<file path="config.mk">
export PLATFORM = sky130hd
export DESIGN_NAME = lift_height_speed_profiler
export DESIGN_NICKNAME = d
export VERILOG_FILES = /design/src/design/lhsp_pkg.sv /design/src/design/lhsp_ctrl.sv /design/src/design/lhsp_datapath.sv /design/src/design/lift_height_speed_profiler.sv
export SDC_FILE = /design/constraint.sdc
export NUM_CORES = 1
export LEC_CHECK = 0
export BUFFER_PORTS_ARGS = -buffer_cell sky130_fd_sc_hd__buf_2
export CORE_UTILIZATION = 60
export CTS_CLUSTER_SIZE = 8
export DETAILED_ROUTE_END_ITERATION = 16
export PLACE_DENSITY = 0.88
export RECOVER_POWER = 50
export SYNTH_ARGS = -nofsm -noshare
export SYNTH_HDL_FRONTEND = slang
export SYNTH_SLANG_ARGS = --single-unit
export TNS_END_PERCENT = 30
</file>
<file path="constraint.sdc">
create_clock -name clk -period 11.1 [get_ports clk]
set_input_delay 2.22 -clock clk [delete_from_list [all_inputs] [get_ports clk]]
set_output_delay 2.22 -clock clk [all_outputs]
set_load 0.005 [all_outputs]
</file>
<file path="src/design/lhsp_pkg.sv">
// lhsp_pkg: shared types and constants for the lift height speed profiler
// no dependencies; used by lhsp_ctrl, lhsp_datapath and the top level
package lhsp_pkg;

  localparam int HEIGHT_BITS = 16;
  localparam int SW          = HEIGHT_BITS + 2;
  localparam int CFG_BITS    = 15;
  localparam int IDX_BITS    = 2;

  // floor(x/5) = (x * 52429) >> 18, exact for x below 2**18
  localparam int DIV5_MUL_BITS = 16;
  localparam logic [DIV5_MUL_BITS-1:0] DIV5_MUL = 16'd52429;
  localparam int DIV5_SHIFT    = 18;
  localparam int PROD_BITS     = HEIGHT_BITS + DIV5_MUL_BITS;

  typedef logic [HEIGHT_BITS-1:0] height_t;
  typedef logic signed [SW-1:0]   sw_t;
  typedef logic [CFG_BITS-1:0]    cfg_t;

  // register indexes
  localparam logic [IDX_BITS-1:0] REG_DEAD_ZONE_MAX  = 2'd0;
  localparam logic [IDX_BITS-1:0] REG_DEAD_ZONE_MIN  = 2'd1;
  localparam logic [IDX_BITS-1:0] REG_EARLY_DECEL    = 2'd2;
  localparam logic [IDX_BITS-1:0] REG_MAX_SLOW       = 2'd3;

  localparam cfg_t DEAD_ZONE_MAX_RST = 15'd10;
  localparam cfg_t DEAD_ZONE_MIN_RST = 15'd2;
  localparam cfg_t EARLY_DECEL_RST   = 15'd5;
  localparam cfg_t MAX_SLOW_RST      = 15'd50;

  // item kinds
  localparam logic OP_PLAN = 1'b0;
  localparam logic OP_TICK = 1'b1;

  // button codes
  localparam logic [1:0] BTN_STOP  = 2'd0;
  localparam logic [1:0] BTN_RAISE = 2'd1;
  localparam logic [1:0] BTN_LOWER = 2'd2;

  // run status codes
  localparam logic [1:0] RUN_DONE  = 2'd0;
  localparam logic [1:0] RUN_STEADY = 2'd1;
  localparam logic [1:0] RUN_RAMP  = 2'd2;
  localparam logic [1:0] RUN_OVER  = 2'd3;

  localparam logic [2:0] GEAR_NONE = 3'd0;
  localparam logic [2:0] GEAR_MIN  = 3'd1;
  localparam logic [2:0] GEAR_MAX  = 3'd6;

  typedef struct packed {
    logic        op;
    logic [14:0] path_target;
    logic        target_valid;
    logic [14:0] actual_height;
    logic        side_above_mode;
    logic        next_is_accurate_pos;
    logic        first_in_path;
    logic        in_lift_mode;
    logic        pause;
  } item_t;

  typedef struct packed {
    logic       arm_lift;
    logic       request_lift_mode;
    logic [2:0] speed_gear;
    logic [1:0] button;
    logic [1:0] run_status;
    logic       done_res;
  } result_t;

  typedef struct packed {
    logic load_in;
    logic prep;
    logic ratio;
    logic div_step;
    logic load_out;
  } cmd_t;

  typedef struct packed {
    logic is_tick;
    logic lift_mode;
    logic need_div;
    logic div_last;
    logic out_free;
  } status_t;

endpackage

</file>
<file path="src/design/lhsp_ctrl.sv">
// lhsp_ctrl: sequencer for one item at a time through the datapath
// depends on lhsp_pkg (cmd_t, status_t)
module lhsp_ctrl (
  input  logic              clk,
  input  logic              rst,
  input  logic              item_valid,
  output logic              item_stall,
  input  lhsp_pkg::status_t st,
  output lhsp_pkg::cmd_t    cmd
);

  localparam logic [2:0] S_IDLE  = 3'd0;
  localparam logic [2:0] S_PREP  = 3'd1;
  localparam logic [2:0] S_RATIO = 3'd2;
  localparam logic [2:0] S_DIV   = 3'd3;
  localparam logic [2:0] S_DONE  = 3'd4;

  logic [2:0] state;
  logic [2:0] state_next;

  always_ff @(posedge clk) begin
    if (rst) begin
      state <= S_IDLE;
    end else begin
      state <= state_next;
    end
  end

  assign item_stall = (state != S_IDLE);

  always_comb begin
    state_next = state;
    cmd = '0;
    case (state)
      S_IDLE: begin
        if (item_valid) begin
          cmd.load_in = 1'b1;
          state_next  = S_PREP;
        end
      end
      S_PREP: begin
        cmd.prep = 1'b1;
        if (st.is_tick && st.lift_mode) begin
          state_next = S_RATIO;
        end else begin
          state_next = S_DONE;
        end
      end
      S_RATIO: begin
        cmd.ratio = 1'b1;
        state_next = st.need_div ? S_DIV : S_DONE;
      end
      S_DIV: begin
        cmd.div_step = 1'b1;
        if (st.div_last) begin
          state_next = S_DONE;
        end
      end
      S_DONE: begin
        if (st.out_free) begin
          cmd.load_out = 1'b1;
          state_next   = S_IDLE;
        end
      end
      default: begin
        state_next = S_IDLE;
      end
    endcase
  end

endmodule

</file>
<file path="src/design/lhsp_datapath.sv">
// lhsp_datapath: config registers, move state, gear arithmetic, 3-step divider, output word
// depends on lhsp_pkg
module lhsp_datapath (
  input  logic                          clk,
  input  logic                          rst,
  input  logic                          wr_en,
  input  logic [lhsp_pkg::IDX_BITS-1:0] wr_index,
  input  lhsp_pkg::cfg_t                wr_data,
  input  lhsp_pkg::item_t               item,
  input  lhsp_pkg::cmd_t                cmd,
  output lhsp_pkg::status_t             st,
  output lhsp_pkg::result_t             result,
  output logic                          result_valid,
  input  logic                          result_stall
);

  lhsp_pkg::cfg_t dz_max;
  lhsp_pkg::cfg_t dz_min;
  lhsp_pkg::cfg_t early_decel;
  lhsp_pkg::cfg_t max_slow;

  lhsp_pkg::item_t   it;
  lhsp_pkg::height_t target_height;
  lhsp_pkg::height_t move_length;
  lhsp_pkg::height_t start_height;

  logic [lhsp_pkg::PROD_BITS-1:0] prod;
  lhsp_pkg::height_t done_len;
  lhsp_pkg::sw_t     adj;
  lhsp_pkg::result_t res;
  lhsp_pkg::result_t res_prep;
  lhsp_pkg::result_t out_r;
  logic              out_valid;

  logic [lhsp_pkg::SW-1:0] rem;
  logic [14:0]             dvsr;
  logic [1:0]              quot;
  logic [1:0]              div_cnt;

  // config writes
  always_ff @(posedge clk) begin
    if (rst) begin
      dz_max      <= lhsp_pkg::DEAD_ZONE_MAX_RST;
      dz_min      <= lhsp_pkg::DEAD_ZONE_MIN_RST;
      early_decel <= lhsp_pkg::EARLY_DECEL_RST;
      max_slow    <= lhsp_pkg::MAX_SLOW_RST;
    end else if (wr_en) begin
      case (wr_index)
        lhsp_pkg::REG_DEAD_ZONE_MAX: dz_max      <= wr_data;
        lhsp_pkg::REG_DEAD_ZONE_MIN: dz_min      <= wr_data;
        lhsp_pkg::REG_EARLY_DECEL:   early_decel <= wr_data;
        lhsp_pkg::REG_MAX_SLOW:      max_slow    <= wr_data;
        default: begin
        end
      endcase
    end
  end

  // plan arithmetic
  logic [14:0] plan_diff;
  logic        plan_skip;
  logic        plan_arm;
  logic [14:0] tick_dl;

  assign plan_diff = (it.path_target > it.actual_height) ?
                     (it.path_target - it.actual_height) : (it.actual_height - it.path_target);
  assign plan_skip = it.side_above_mode && it.next_is_accurate_pos && !it.first_in_path;
  assign plan_arm  = it.target_valid && (plan_diff > dz_max);

  lhsp_pkg::height_t act_h;
  assign act_h   = lhsp_pkg::height_t'(it.actual_height);

  lhsp_pkg::height_t dl_full;
  assign dl_full = (start_height > act_h) ? (start_height - act_h) : (act_h - start_height);
  assign tick_dl = dl_full[14:0];

  // first fields of the result word, known right after the item is loaded
  always_comb begin
    res_prep = '0;
    if (it.op == lhsp_pkg::OP_PLAN) begin
      res_prep.arm_lift = !plan_skip && plan_arm;
    end else if (!it.in_lift_mode) begin
      res_prep.request_lift_mode = 1'b1;
    end
  end

  // ratio stage
  lhsp_pkg::height_t q5;
  lhsp_pkg::height_t r_full;
  logic [2:0]        r5;
  lhsp_pkg::sw_t     len_s, dl_s, ed_s, sd_s, q_s, f4, p2, p8, half_s, num;
  lhsp_pkg::sw_t     dzmin_s;
  logic [2:0]        gear_c;
  logic [1:0]        status_c;
  logic [1:0]        button_c;
  logic              done_c;
  logic              need_div;

  always_comb begin
    q5      = lhsp_pkg::height_t'(prod >> lhsp_pkg::DIV5_SHIFT);
    r_full  = move_length - (q5 << 2) - q5;
    r5      = r_full[2:0];
    len_s   = lhsp_pkg::sw_t'(move_length);
    dl_s    = lhsp_pkg::sw_t'(done_len);
    ed_s    = lhsp_pkg::sw_t'(early_decel);
    sd_s    = lhsp_pkg::sw_t'(max_slow);
    q_s     = lhsp_pkg::sw_t'(q5);
    half_s  = lhsp_pkg::sw_t'(move_length >> 1);
    dzmin_s = lhsp_pkg::sw_t'(dz_min);
    // floor(4*len/5) from floor(len/5) and the remainder
    f4      = (q_s <<< 2) + ((r5 == 3'd0) ? lhsp_pkg::sw_t'(0) : lhsp_pkg::sw_t'(r5 - 3'd1));
    if (q_s > sd_s) begin
      p2 = sd_s;
      p8 = len_s - sd_s - ed_s;
    end else begin
      p2 = q_s;
      p8 = f4 - ed_s;
    end
    num      = len_s - dl_s - ed_s;
    need_div = 1'b0;
    if (half_s <= ed_s) begin
      gear_c = lhsp_pkg::GEAR_MIN;
      status_c = lhsp_pkg::RUN_STEADY;
    end else if (dl_s <= p8) begin
      gear_c = lhsp_pkg::GEAR_MAX;
      status_c = lhsp_pkg::RUN_STEADY;
    end else if (dl_s < len_s) begin
      status_c = lhsp_pkg::RUN_RAMP;
      if (p2 <= 0 || num <= 0) begin
        gear_c = lhsp_pkg::GEAR_MIN;
      end else if (num >= p2) begin
        gear_c = lhsp_pkg::GEAR_MAX;
      end else begin
        gear_c   = lhsp_pkg::GEAR_MIN;
        need_div = 1'b1;
      end
    end else begin
      gear_c = lhsp_pkg::GEAR_MIN;
      status_c = lhsp_pkg::RUN_OVER;
    end
    done_c = 1'b0;
    if (adj < -dzmin_s) begin
      button_c = lhsp_pkg::BTN_LOWER;
    end else if (adj > dzmin_s) begin
      button_c = lhsp_pkg::BTN_RAISE;
    end else begin
      button_c = lhsp_pkg::BTN_STOP;
      status_c = lhsp_pkg::RUN_DONE;
      done_c   = 1'b1;
    end
    if (it.pause) begin
      button_c = lhsp_pkg::BTN_STOP;
    end
  end

  // divider step: 5*num / p2 with quotient below 5, three bits
  logic [lhsp_pkg::SW-1:0] trial;
  logic                    qbit;
  assign trial = {3'b000, dvsr} << div_cnt;
  assign qbit  = (rem >= trial);

  always_ff @(posedge clk) begin
    if (rst) begin
      target_height <= '0;
      move_length   <= '0;
      start_height  <= '0;
    end else if (cmd.prep && it.op == lhsp_pkg::OP_PLAN && !plan_skip) begin
      if (plan_arm) begin
        target_height <= lhsp_pkg::height_t'(it.path_target);
        move_length   <= lhsp_pkg::height_t'(plan_diff);
        start_height  <= act_h;
      end else begin
        target_height <= act_h;
      end
    end
  end

  always_ff @(posedge clk) begin
    if (cmd.load_in) begin
      it <= item;
    end
    if (cmd.prep) begin
      prod     <= move_length * lhsp_pkg::DIV5_MUL;
      done_len <= lhsp_pkg::height_t'(tick_dl);
      adj      <= lhsp_pkg::sw_t'(target_height) - lhsp_pkg::sw_t'(act_h);
      res      <= res_prep;
    end
    if (cmd.ratio) begin
      res.speed_gear <= gear_c;
      res.button     <= button_c;
      res.run_status <= status_c;
      res.done_res   <= done_c;
      rem            <= lhsp_pkg::SW'((num <<< 2) + num);
      dvsr           <= p2[14:0];
      quot           <= '0;
      div_cnt        <= 2'd2;
    end
    if (cmd.div_step) begin
      if (qbit) begin
        rem <= rem - trial;
      end
      quot    <= {quot[0], qbit};
      div_cnt <= div_cnt - 2'd1;
      if (div_cnt == 2'd0) begin
        res.speed_gear <= {quot, qbit} + 3'd1;
      end
    end
    if (cmd.load_out) begin
      out_r <= res;
    end
  end

  always_ff @(posedge clk) begin
    if (rst) begin
      out_valid <= 1'b0;
    end else if (cmd.load_out) begin
      out_valid <= 1'b1;
    end else if (!result_stall) begin
      out_valid <= 1'b0;
    end
  end

  assign result       = out_r;
  assign result_valid = out_valid;

  assign st.is_tick   = (it.op == lhsp_pkg::OP_TICK);
  assign st.lift_mode = it.in_lift_mode;
  assign st.need_div  = need_div;
  assign st.div_last  = (div_cnt == 2'd0);
  assign st.out_free  = !out_valid || !result_stall;

endmodule

</file>
<file path="src/design/lift_height_speed_profiler.sv">
// lift_height_speed_profiler: top level, joins the sequencer and the datapath
// depends on lhsp_pkg, lhsp_ctrl, lhsp_datapath
//
// Takes one item at a time. A plan word, or a tick while the chassis is not in
// lift mode, goes through the prepare and done states; a tick that computes a gear
// also goes through the ratio state, and the divide state when the ramp gear needs
// 5*num/den, which a three-step restoring divider in the datapath works out one
// quotient bit per cycle. The next word is accepted in the cycle after the result
// is loaded into the output register, even if that result is still stalled.
// Configuration writes go straight into the registers and are taken at any time.
module lift_height_speed_profiler (
  input  logic                          clk,
  input  logic                          rst,
  input  logic                          wr_en,
  input  logic [lhsp_pkg::IDX_BITS-1:0] wr_index,
  input  lhsp_pkg::cfg_t                wr_data,
  input  logic                          item_valid,
  output logic                          item_stall,
  input  lhsp_pkg::item_t               item,
  output logic                          result_valid,
  input  logic                          result_stall,
  output lhsp_pkg::result_t             result
);

  lhsp_pkg::cmd_t    cmd;
  lhsp_pkg::status_t st;

  lhsp_ctrl u_ctrl (
    .clk        (clk),
    .rst        (rst),
    .item_valid (item_valid),
    .item_stall (item_stall),
    .st         (st),
    .cmd        (cmd)
  );

  lhsp_datapath u_dp (
    .clk          (clk),
    .rst          (rst),
    .wr_en        (wr_en),
    .wr_index     (wr_index),
    .wr_data      (wr_data),
    .item         (item),
    .cmd          (cmd),
    .st           (st),
    .result       (result),
    .result_valid (result_valid),
    .result_stall (result_stall)
  );

endmodule
</file>
# After elaboration in Yosys (flattened, before gate mapping)
# Index checks and enable logic that the tools add are counted.
word_totals:
  ram_bits: 0
  latchBits: 0
  rom_bits: 0
  memories: 0
  input_bits: 59
  word_cells: 162
  reg_bits: 268
  output_inout_bits: 12
classes:
  div_mod_pow: 0
  order_cmp: 13
  add_sub_neg: 19
  muxes: 53
  n_mul: 1
  eq_ne: 11
  reduce_logical: 26
  bitwise: 1
  shifts: 1
ops:
  columns: ["op", "n"]
  rows:
  - ["$mux W18", 5]
  - ["$mux W15", 4]
  - ["$sub A15 B15 Y15", 4]
  - ["$gt A15 B15 Y1", 3]
  - ["$mux W3", 12]
  - ["$sub A18 B16 Y18", 2]
  - ["$sub A15 B15 Y16", 2]
  - ["$mul A15 B16 Y31 const B", 1]
  - ["$mux W2", 10]
  - ["$mux W1", 19]
  - ["$add A16 B18 Y18", 1]
  - ["$add A18 B18 Y18", 1]
  - ["$ge A18 B16 Y1", 1]
  - ["$ge A18 B18 Y1", 1]
  - ["$gt A18 B16 Y1", 1]
  - ["$le A16 B18 Y1", 1]
  - ["$le A18 B1 Y1 const B", 1]
  - ["$lt A18 B18 Y1", 1]
  - ["$neg A15 Y18", 1]
  - ["$shl A15 B2 Y18", 1]
  - ["$sub A18 B18 Y18", 1]
  - ["$sub A16 B15 Y17", 1]
  - ["$sub A16 B16 Y17", 1]
  - ["$mux W8", 2]
  - ["other kinds (26)", 48]

# Logic depth before layout (Yosys ltp)
# Gate-level depths: netlist of run 1.
logic_depth:
  ltp_word: 15
  depth_mapped: 33
  ltp_nobuf: 33

# Hierarchy
# From an unflattened synthesis of run 1, not the netlist that was laid out.
unflattened:
  cells_unflattened: 2723
  area_unflattened_um2: 24302.1
modules_own_cells:
  columns: ["mod", "instances", "area_per_inst_um2", "cells_per_inst"]
  rows:
  - ["lhsp_datapath", 1, 24083.1, 2695]
  - ["lhsp_ctrl", 1, 219.0, 28]

# Worst setup path after synthesis of run 1
# Ideal clock, no wire load.
synth_path:
  path_kind: "reg2reg"
  startpoint: "register u_dp.move_length[0]"
  endpoint: "register u_ctrl.state[0]"
  arrival_time_ps: 6056
  n_path_buf: 0
  path_slack_ps: 4954
  path_stages_with_launch: 31
  t_required_ps: 11009
  synth_period_minus_slack_ps: 6146
  path_cell_list: "dfxtp_1 > inv_1 > ha_1 > inv_1 > ha_1 > nor2_1 > fa_1 > xor2_1 > xnor2_1 > ha_1 > inv_1 > fa_1 > inv_1 > ha_1 > a21oi_1 > o22ai_1 > o211a_1 > a21o_1 > or3_1 > a31oi_1 > xor2_1 > nor2_1 > a21oi_1 > ha_1 > a21o_1 > a21oi_1 > and2_1 > and3_1 > a221oi_1 > or4_1 > a311oi_1"
synth_via:
  elab_chain_len: 12
synth_rtl:
  columns: ["item", "line", "source"]
  rows:
  - ["start, declared", "lhsp_datapath.sv:24", "lhsp_pkg::height_t move_length;"]
  - ["start signal, assigned", "lhsp_datapath.sv:170", "move_length <= lhsp_pkg::height_t'(plan_diff);"]
  - ["$sub A3 B3 Y3 (2 in a row)", "lhsp_datapath.sv:101", "r_full = move_length - (q5 << 2) - q5;"]
  - ["$sub A3 B1 Y4 or $logic_not A3 Y1 (tied branches)", "lhsp_datapath.sv:111", "f4 = (q_s <<< 2) + ((r5 == 3'd0) ? lhsp_pkg::sw_t'(0) : lhsp_pkg::sw_t'(r5 - 3'd1));"]
  - ["$mux W18", "lhsp_datapath.sv:111", null]
  - ["$add A16 B18 Y18", "lhsp_datapath.sv:111", null]
  - ["$sub A18 B16 Y18", "lhsp_datapath.sv:117", "p8 = f4 - ed_s;"]
  - ["$mux W18", "lhsp_datapath.sv:112", "if (q_s > sd_s) begin"]
  - ["$le A16 B18 Y1", "lhsp_datapath.sv:124", "end else if (dl_s <= p8) begin"]
  - ["$mux W1 *", "lhsp_datapath.sv:124", null]
  - ["$mux W1 *", "lhsp_datapath.sv:121", "if (half_s <= ed_s) begin"]
  - ["$mux W3 *", "lhsp_ctrl.sv:51", "state_next = st.need_div ? S_DIV : S_DONE;"]
  - ["$pmux W3 S5 *", "lhsp_ctrl.sv:34", "case (state)"]
  - ["end signal, assigned", "lhsp_ctrl.sv:25", "state <= state_next;"]
  - ["end, declared", "lhsp_ctrl.sv:18", "logic [2:0] state;"]
# Mark *: on every way between the ends. The rest lies on a longest branch, timed or not.
# A chain may end at the register's enable or synchronous reset.

# Worst setup path in the final report of run 1
# Same ends and word-level chain as after synthesis.

==> summary.md, run 1 <==
### GRT
• **number of antenna violations at the first check in global routing** 1
• **aggregate global-route resource usage** 35.1%
• **number of global-route vias before repair** 21100
• **largest net degree at the start of global routing** 75
• **wire length of the first global-routing pass** 112000 microns
• **total overflow reported by the global router** 0

### Pwr
• **VDD IR-drop max** 0.217 mV
• **Static Leakage** 0.0121 uW
• **power per standard cell area** 156 nW/um^2

### Clock tree
• **total CTS buffers** 37
• **maximum buffer depth of the clock tree** 3
• **Reg clk slew, reported paths** 0.05 ns
• **clock tree from TritonCTS** built
• **cells resized by post-CTS repair** 0
• **number of hold-repair buffers added at the cts stage** 0
• **level count of the clock H-tree** 2
• **TritonCTS sink count** 248
• **setup repair bufs after CTS** 0
• **Worst-Skew Late Latency** 0.55 ns
• **root buffer cell** sky130_fd_sc_hd__clkbuf_16

### Route
• **post-route antenna net violation count** 0
• **vias after detailed routing** 21100
• **Routed wire per std cell** 21.5 microns
• **TritonRoute pass-1 iters** 6
• **DRT Wirelength** 72200 microns
• **detailed-route vias per instance** 6.28
• **Post-route DRC** 0
• **drt initial violations** 1501

### Min path
• **class of the tightest hold or removal check** register to register

### Synthesis
• **Primary FF master, synth** sky130_fd_sc_hd__dfxtp_1
• **synthesized flop and latch total** 248
• **proportion of synthesized area in mux cells** 2.38%
• **adder-cell area share of the yosys netlist** 27.9%
• **Avg Cell Area, Syn** 8.73 sq um
• **synthesized-area fraction occupied by ao, oa, aoi and oai cells** 18.5%
• **biggest area consumer among synthesized cells** sky130_fd_sc_hd__ha_1
• **gate count of the mapped netlist** 2758
• **leading post-synthesis cells by cell area** sky130_fd_sc_hd__ha_1 22%, sky130_fd_sc_hd__edfxtp_1 15%, sky130_fd_sc_hd__dfxtp_1 11%
• **number of distinct standard cells referenced by the synthesized netlist** 85
• **dominant combinational cell family by area after synthesis** adder cells
• **share of synthesized registers carrying an async set or reset** 0%
• **fraction of the mapped netlist area in simple logic gates** 14.0%
• **number of warnings printed during yosys synthesis** 0
• **post-synth top area share** 21.7%
• **number of synthesized flops with an enable pin** 118
• **sequential-to-total area share from yosys stat** 25.5%
• **xor and xnor fraction of the mapped netlist area** 5.38%
• **synthesized cell area** 24100 sq um

### Placed design
• **IO buf count** 70
• **half-perimeter wire length after detailed placement** 57000 microns
• **weighted congestion at the end of routability-driven global placement** 0.962
• **Setup Slack @ Placement** 3.74 ns
• **area post-placement** 24900 sq um

### Worst setup path
• **worst endpoint required time** 11.44 ns
• **Startpoint Class** register
• **kind of capture point of the worst setup path** register
• **Crit path largest cell delay** 0.86 ns
• **Max Fanout on Critical Path** 5
• **CP most frequent cell** sky130_fd_sc_hd__ha_1
• **critical path type** register to register
• **arrival time of data at the critical path endpoint** 7.94 ns
• **Crit-path slowest cell** sky130_fd_sc_hd__a221oi_1

### Die
• **Die Wd** 202 microns
• **initial core utilization** 60.8%
• **std cell rows** 73
• **number of ports placed on the die boundary** 71
• **Die Y** 202 microns
• **Placeable Area** 39600 sq um
• **die outline area** 40900 sq um

### Final layout
• **core utilization of the finished layout** 65.5%
• **number of nets in the final layout** 3354
• **area growth from synthesis to layout** 7.79%
• **Non-Filler Cell Area, Final** 26000 sq um
• **fraction of layout cells with a size suffix above 1** 5.72%

### Timing
• **final worst setup slack** 3.50 ns
• **relative slew slack** -112%
• **summed negative setup slack over all endpoints** 0 ns
• **unrepaired setup endpoints after global routing** no
• **final worst-path cycle share** 68.5%
• **measured slew at the worst slew-check pin** 3.17 ns
• **Fmax** 132 MHz
• **final setup violation count** 0
• **clock period minus worst slack** 7.60 ns
• **max-slew violation total from the final report** 105
• **Worst Hold Margin** 0.425 ns
• **final hold viol count** 0
• **maximum clock skew at final layout** 0.0322 ns

### Run status
• **result of the run** finished with violations
• **violated checks** capacitance limit, slew limit

### Job
• **count of maximum capacitance violations** 3

==> area by class of cell <==
cell class	count	area [sq um]
Antenna cell	1	2.50
Clock buffer	64	1030
Clock inverter	4	45.0
Fill cell	3173	13700
Inverter	320	1200
Multi-Input combinational cell	2114	16500
Sequential cell	248	6150
Tap cell	525	657
Timing Repair Buffer	82	430
==> sequential cells by signal, indices dropped and copies added, names as in the netlist, 13 cells and up <==
register,count
u_dp.act_h,15
u_dp.prod,13
u_dp.early_decel,15
u_dp.adj,17
u_dp.start_height,15
u_dp.dz_min,15
u_dp.done_len,15
u_dp.target_height,15
u_dp.move_length,15
u_dp.dvsr,15
u_dp.it,20
u_dp.dz_max,15
u_dp.rem,18
u_dp.max_slow,15
==> placed cells by master, fill, tap and decap left out, types with 11 or more instances in the layout <==
master | netlist | routed
sky130_fd_sc_hd__nor2b_1 | 38 | 38
sky130_fd_sc_hd__inv_1 | 319 | 319
sky130_fd_sc_hd__and3_1 | 19 | 19
sky130_fd_sc_hd__nor2_1 | 166 | 166
sky130_fd_sc_hd__a21o_1 | 72 | 72
sky130_fd_sc_hd__ha_1 | 418 | 418
sky130_fd_sc_hd__or3_1 | 17 | 17
sky130_fd_sc_hd__o211ai_1 | 24 | 24
sky130_fd_sc_hd__fa_1 | 74 | 74
sky130_fd_sc_hd__o21a_1 | 43 | 43
sky130_fd_sc_hd__o21ai_0 | 136 | 136
sky130_fd_sc_hd__mux2i_1 | 36 | 36
sky130_fd_sc_hd__nand3_1 | 45 | 44
sky130_fd_sc_hd__a211oi_1 | 39 | 39
sky130_fd_sc_hd__buf_4 | 1 | 11
sky130_fd_sc_hd__a2111oi_0 | 14 | 14
sky130_fd_sc_hd__edfxtp_1 | 118 | 118
sky130_fd_sc_hd__nand4_1 | 30 | 30
sky130_fd_sc_hd__a21oi_1 | 232 | 232
sky130_fd_sc_hd__xnor2_1 | 97 | 97
sky130_fd_sc_hd__nand2_1 | 269 | 268
sky130_fd_sc_hd__nand2b_1 | 23 | 23
sky130_fd_sc_hd__dfxtp_1 | 130 | 130
sky130_fd_sc_hd__xor2_1 | 51 | 51
sky130_fd_sc_hd__clkbuf_1 | 64 | 33
sky130_fd_sc_hd__o31ai_1 | 13 | 12
sky130_fd_sc_hd__or2_2 | 12 | 12
sky130_fd_sc_hd__clkbuf_16 | 0 | 37
sky130_fd_sc_hd__a31oi_1 | 25 | 24
sky130_fd_sc_hd__buf_2 | 4 | 65
sky130_fd_sc_hd__nor3_1 | 57 | 57
sky130_fd_sc_hd__o21bai_1 | 15 | 15
==> synth_stat cells (7+ instances only) <==
| cell type | instances |
|---|---|
| sky130_fd_sc_hd__o31ai_1 | 13 |
| sky130_fd_sc_hd__a31oi_1 | 25 |
| sky130_fd_sc_hd__nor2b_1 | 38 |
| sky130_fd_sc_hd__nor3_1 | 57 |
| sky130_fd_sc_hd__mux2i_1 | 36 |
| sky130_fd_sc_hd__fa_1 | 74 |
| sky130_fd_sc_hd__a211oi_1 | 39 |
| sky130_fd_sc_hd__a2111oi_0 | 14 |
| sky130_fd_sc_hd__nor2_1 | 166 |
| sky130_fd_sc_hd__o21ai_0 | 136 |
| sky130_fd_sc_hd__a21oi_1 | 232 |
| sky130_fd_sc_hd__and3_1 | 19 |
| sky130_fd_sc_hd__edfxtp_1 | 118 |
| sky130_fd_sc_hd__o21bai_1 | 15 |
| sky130_fd_sc_hd__nand2_1 | 269 |
| sky130_fd_sc_hd__inv_1 | 319 |
| sky130_fd_sc_hd__nand4_1 | 30 |
| sky130_fd_sc_hd__o21a_1 | 43 |
| sky130_fd_sc_hd__ha_1 | 418 |
| sky130_fd_sc_hd__or4_1 | 8 |
| sky130_fd_sc_hd__a21boi_0 | 8 |
| sky130_fd_sc_hd__nand3_1 | 45 |
| sky130_fd_sc_hd__xor2_1 | 51 |
| sky130_fd_sc_hd__o211ai_1 | 24 |
| sky130_fd_sc_hd__xnor2_1 | 97 |
| sky130_fd_sc_hd__mux4_2 | 7 |
| sky130_fd_sc_hd__or3_1 | 17 |
| sky130_fd_sc_hd__or2_2 | 12 |
| sky130_fd_sc_hd__a21o_1 | 72 |
| sky130_fd_sc_hd__dfxtp_1 | 130 |
| sky130_fd_sc_hd__and2_1 | 8 |
| sky130_fd_sc_hd__nand2b_1 | 23 |
| sky130_fd_sc_hd__o2111ai_1 | 7 |
| sky130_fd_sc_hd__clkbuf_1 | 64 |
==> worst max-delay path, delay by kind of cell, from the launching register on <==
family | cells | cell delay [ns]
buffers and inverters | 4 | 0.35
adder cells (fa/ha/maj) | 7 | 2.12
flip-flops | 1 | 0.38
AND/OR/NAND/NOR | 3 | 0.37
AO/OA/AOI/OAI | 14 | 3.56
XOR/XNOR | 3 | 0.61
==> power breakdown <==
group	total (uW)	switching [uW]	internal, uW
logic	1860	1100	759
clock network	1060	435	628
registers	1120	74.6	1050
total	4050	1610	2440
==> path summary, 6_finish.rpt <==
check / startpoint / to / slack [ns] / cells past startpoint
max: u_dp.move_length[0]$_SDFFE_PP0P_ / u_ctrl.state[0]$_SDFFE_PP0P_ / 3.50 / 31
min: u_dp.res[0]$_DFFE_PP_ / u_dp.result[0]$_DFFE_PP_ / 0.42 / 0
max reg2reg: u_dp.move_length[0]$_SDFFE_PP0P_ / u_ctrl.state[0]$_SDFFE_PP0P_ / 3.50 / 31
min reg2reg: u_dp.res[0]$_DFFE_PP_ / u_dp.result[0]$_DFFE_PP_ / 0.42 / 0
==> stage by stage <==
stage               cells  total power, uW
global route         3357             4290
CTS                  3357             4010
detailed placement   3289             2930
finish               3358             4050
global placement     3289             2870
floorplan            2760             2460
==> layer usage <==
| layer | wire, microns | vias to the layer above | track usage, % |
|---|---|---|---|
| met2 | 33600 | 987 | 58.5 |
| met1 | 27900 | 9995 | 41.7 |
| met3 | 5180 | 268 | 5.05 |
| li1 | - | 9848 | - |
| met5 | 13 | - | 0 |
| met4 | 5510 | 2 | 24.6 |
==> cells by family after synthesis <==
kind of cell	after synthesis
and+or+nand+nor	723
AOI/OAI and AO/OA	699
adders and majority gates	492
buffers and inverters	398
DFF	248
xor gates and xnor gates	148
muxes	48
other	2
Power figures use the tool's default switching activity.
==> run 2, diff against run 1 <==
--- a/config.mk
+++ b/config.mk
@@ -6,10 +6,10 @@
 export NUM_CORES = 1
 export LEC_CHECK = 0
 export BUFFER_PORTS_ARGS = -buffer_cell sky130_fd_sc_hd__buf_2
-export CORE_UTILIZATION = 60
+export CORE_UTILIZATION = 59
 export CTS_CLUSTER_SIZE = 8
 export DETAILED_ROUTE_END_ITERATION = 16
-export PLACE_DENSITY = 0.88
+export PLACE_DENSITY = 0.9
 export RECOVER_POWER = 50
 export SYNTH_ARGS = -nofsm -noshare
 export SYNTH_HDL_FRONTEND = slang
==> constraint.sdc (replaced) <==
create_clock -name clk -period 6.09 [get_ports clk]
set_input_delay 1.218 -clock clk [delete_from_list [all_inputs] [get_ports clk]]
set_output_delay 1.218 -clock clk [all_outputs]
set_load 0.005 [all_outputs]
==> run 2 against run 1 <==
The flow finishes with violations (setup timing). Count of clock-buffer cells in the layout fell by 1. Clock power rose by 83%. Flip-flop and latch count did not move. Setup slack worse by 3.8 ns. Fmax grew 19%. Routed wire length is 1.3% higher.
==> summary.md, run 2 (synthesis gave the netlist of run 1 again) <==
### Run status
• **result of the run** finished with violations
• **violated checks** setup timing

### Die
• **initial core utilization** 60.2%
• **std cell rows** 73
• **die outline area** 41600 sq um
• **Die Y** 204 microns
• **Die Wd** 204 microns
• **Placeable Area** 40000 sq um
• **number of ports placed on the die boundary** 71

### Clock tree
• **Reg clk slew, reported paths** 0.05 ns
• **clock tree from TritonCTS** built
• **level count of the clock H-tree** 2
• **total CTS buffers** 37
• **number of hold-repair buffers added at the cts stage** 0
• **TritonCTS sink count** 248
• **root buffer cell** sky130_fd_sc_hd__clkbuf_16
• **Worst-Skew Late Latency** 0.52 ns
• **maximum buffer depth of the clock tree** 3

### Final layout
• **Top reg by flops** u_dp.it
• **most common cell after layout, fill and taps aside** sky130_fd_sc_hd__ha_1
• **number of nets in the final layout** 3485
• **most frequent cells in the layout** 409 x sky130_fd_sc_hd__ha_1, 314 x sky130_fd_sc_hd__inv_1, 267 x sky130_fd_sc_hd__nand2_1
• **core utilization of the finished layout** 68.5%
• **flip-flop count of the largest register after layout** 20
• **area growth from synthesis to layout** 13.8%
• **fraction of layout cells with a size suffix above 1** 12.4%
• **antenna diode count** 0
• **final cell count without fillers** 3485
• **Largest regs** u_dp.it (20), u_dp.rem (18), u_dp.adj (17)

### Placed design
• **Cells after DPL** 3402
• **half-perimeter wire length after detailed placement** 57300 microns
• **Setup Slack @ Placement** -0.711 ns
• **weighted congestion at the end of routability-driven global placement** 1.02
• **IO buf count** 70

### Pwr
• **Static Leakage** 0.0129 uW
• **VDD IR-drop max** 0.225 mV
• **power per standard cell area** 284 nW/um^2

### Worst setup path
• **worst endpoint required time** 6.52 ns
• **Worst R2R Start** u_dp.prod[18]$_DFFE_PP_
• **Max Fanout on Critical Path** 3
• **capture point of the worst reg-to-reg path** u_ctrl.state[0]$_SDFFE_PP0P_
• **critical path type** register to register
• **Startpoint Class** register
• **Crit path largest cell delay** 0.49 ns
• **Crit-path slowest cell** sky130_fd_sc_hd__fa_1
• **arrival time of data at the critical path endpoint** 6.81 ns
• **flop-to-flop setup slack** -0.29 ns
• **kind of capture point of the worst setup path** register
• **number of cells on the worst reg-to-reg path** 30

### Timing
• **unrepaired setup endpoints after global routing** yes
• **Fmax** 157 MHz
• **final hold viol count** 0
• **relative slew slack** 25.3%
• **final worst setup slack** -0.290 ns
• **clock period minus worst slack** 6.38 ns
• **maximum clock skew at final layout** 0.0173 ns
• **measured slew at the worst slew-check pin** 1.12 ns
• **max-slew violation total from the final report** 0
• **summed negative setup slack over all endpoints** -1.71 ns
• **Worst Hold Margin** 0.425 ns
• **final worst-path cycle share** 105%
• **final setup violation count** 8

### GRT
• **wire length of the first global-routing pass** 113000 microns
• **largest net degree at the start of global routing** 98
• **total overflow reported by the global router** 0
• **number of antenna violations at the first check in global routing** 0
• **number of global-route vias before repair** 21700
• **aggregate global-route resource usage** 34.5%

### Route
• **drt initial violations** 2168
• **Routed wire per std cell** 21.0 microns
• **detailed-route vias per instance** 6.27
• **TritonRoute pass-1 iters** 8
• **post-route antenna net violation count** 0
• **vias after detailed routing** 21900
• **DRT Wirelength** 73200 microns
• **Post-route DRC** 0

### Min path
• **WHS Endpoint** u_dp.result[9]$_DFFE_PP_
• **class of the tightest hold or removal check** register to register
• **Cells on Worst Hold Path** 0
• **Hold Path Origin** u_dp.res[9]$_SDFFCE_PP0P_

### Job
• **count of maximum capacitance violations** 0

## run 2: layout make-up
class | instances | area, sq um
multi-input combinational | 2114 | 16900
fill | 2958 | 12600
sequential | 248 | 6150
timing repair buffer | 213 | 1430
inverter | 320 | 1200
clock buffer | 63 | 1090
tap | 525 | 657
clock inverter | 2 | 13.8
## run 2: worst max-delay path by stage
stage,from,cells past startpoint,end
2_1_floorplan,u_dp.move_length[0]$_SDFFE_PP0P_,30,u_dp.res[5]$_DFF_P_
3_3_place_gp,u_dp.prod[18]$_DFFE_PP_,31,u_ctrl.state[0]$_SDFFE_PP0P_
3_5_place_dp,u_dp.prod[18]$_DFFE_PP_,31,u_ctrl.state[0]$_SDFFE_PP0P_
4_1_cts,u_dp.prod[18]$_DFFE_PP_,30,u_dp.res[5]$_DFF_P_
5_1_grt,u_dp.prod[18]$_DFFE_PP_,33,u_dp.res[5]$_DFF_P_
6_report,u_dp.prod[18]$_DFFE_PP_,30,u_ctrl.state[0]$_SDFFE_PP0P_
## run 2: layer usage
metal  share of wire, %  vias to the layer above  GRT usage [%]
met4                6.0                        0           16.8
met5                  0                        -              0
met1                 39                    10400           42.8
met3                8.4                      311           5.15
met2                 47                     1083           58.7
li1                   -                    10100              -
## run 2: repair_timing
| action | in CTS | in global routing |
|---|---|---|
| setup buffers | 17 | 2 |
| pin swaps | 28 | 16 |
| resized for setup | 40 | 50 |
| endpoints found under the setup margin | 12 | 16 |
## run 2: critical path: cells and delay by family (launching register included)
kind / cells / cell delay, ns
xor+xnor: 3 / 0.51
flops: 1 / 0.43
compound gates: 10 / 1.80
simple gates: 6 / 1.38
fa+ha+maj: 7 / 1.89
buf+inv: 4 / 0.26
## run 2: metrics by stage
step | power [uW] | area [sq um]
final | 7790 | 27400
after global routing | 8200 | 27400
after CTS | 7600 | 27200
after detailed placement | 5500 | 25800
after global placement | 5330 | 25800
after floorplan | 4500 | 24100
## run 2: report_power, final
part	switching (uW)	internal, uW	leakage (uW)
registers	133	1910	0.00216
clock network	734	1200	0.000529
logic	2170	1640	0.0102
total	3040	4750	0.0129
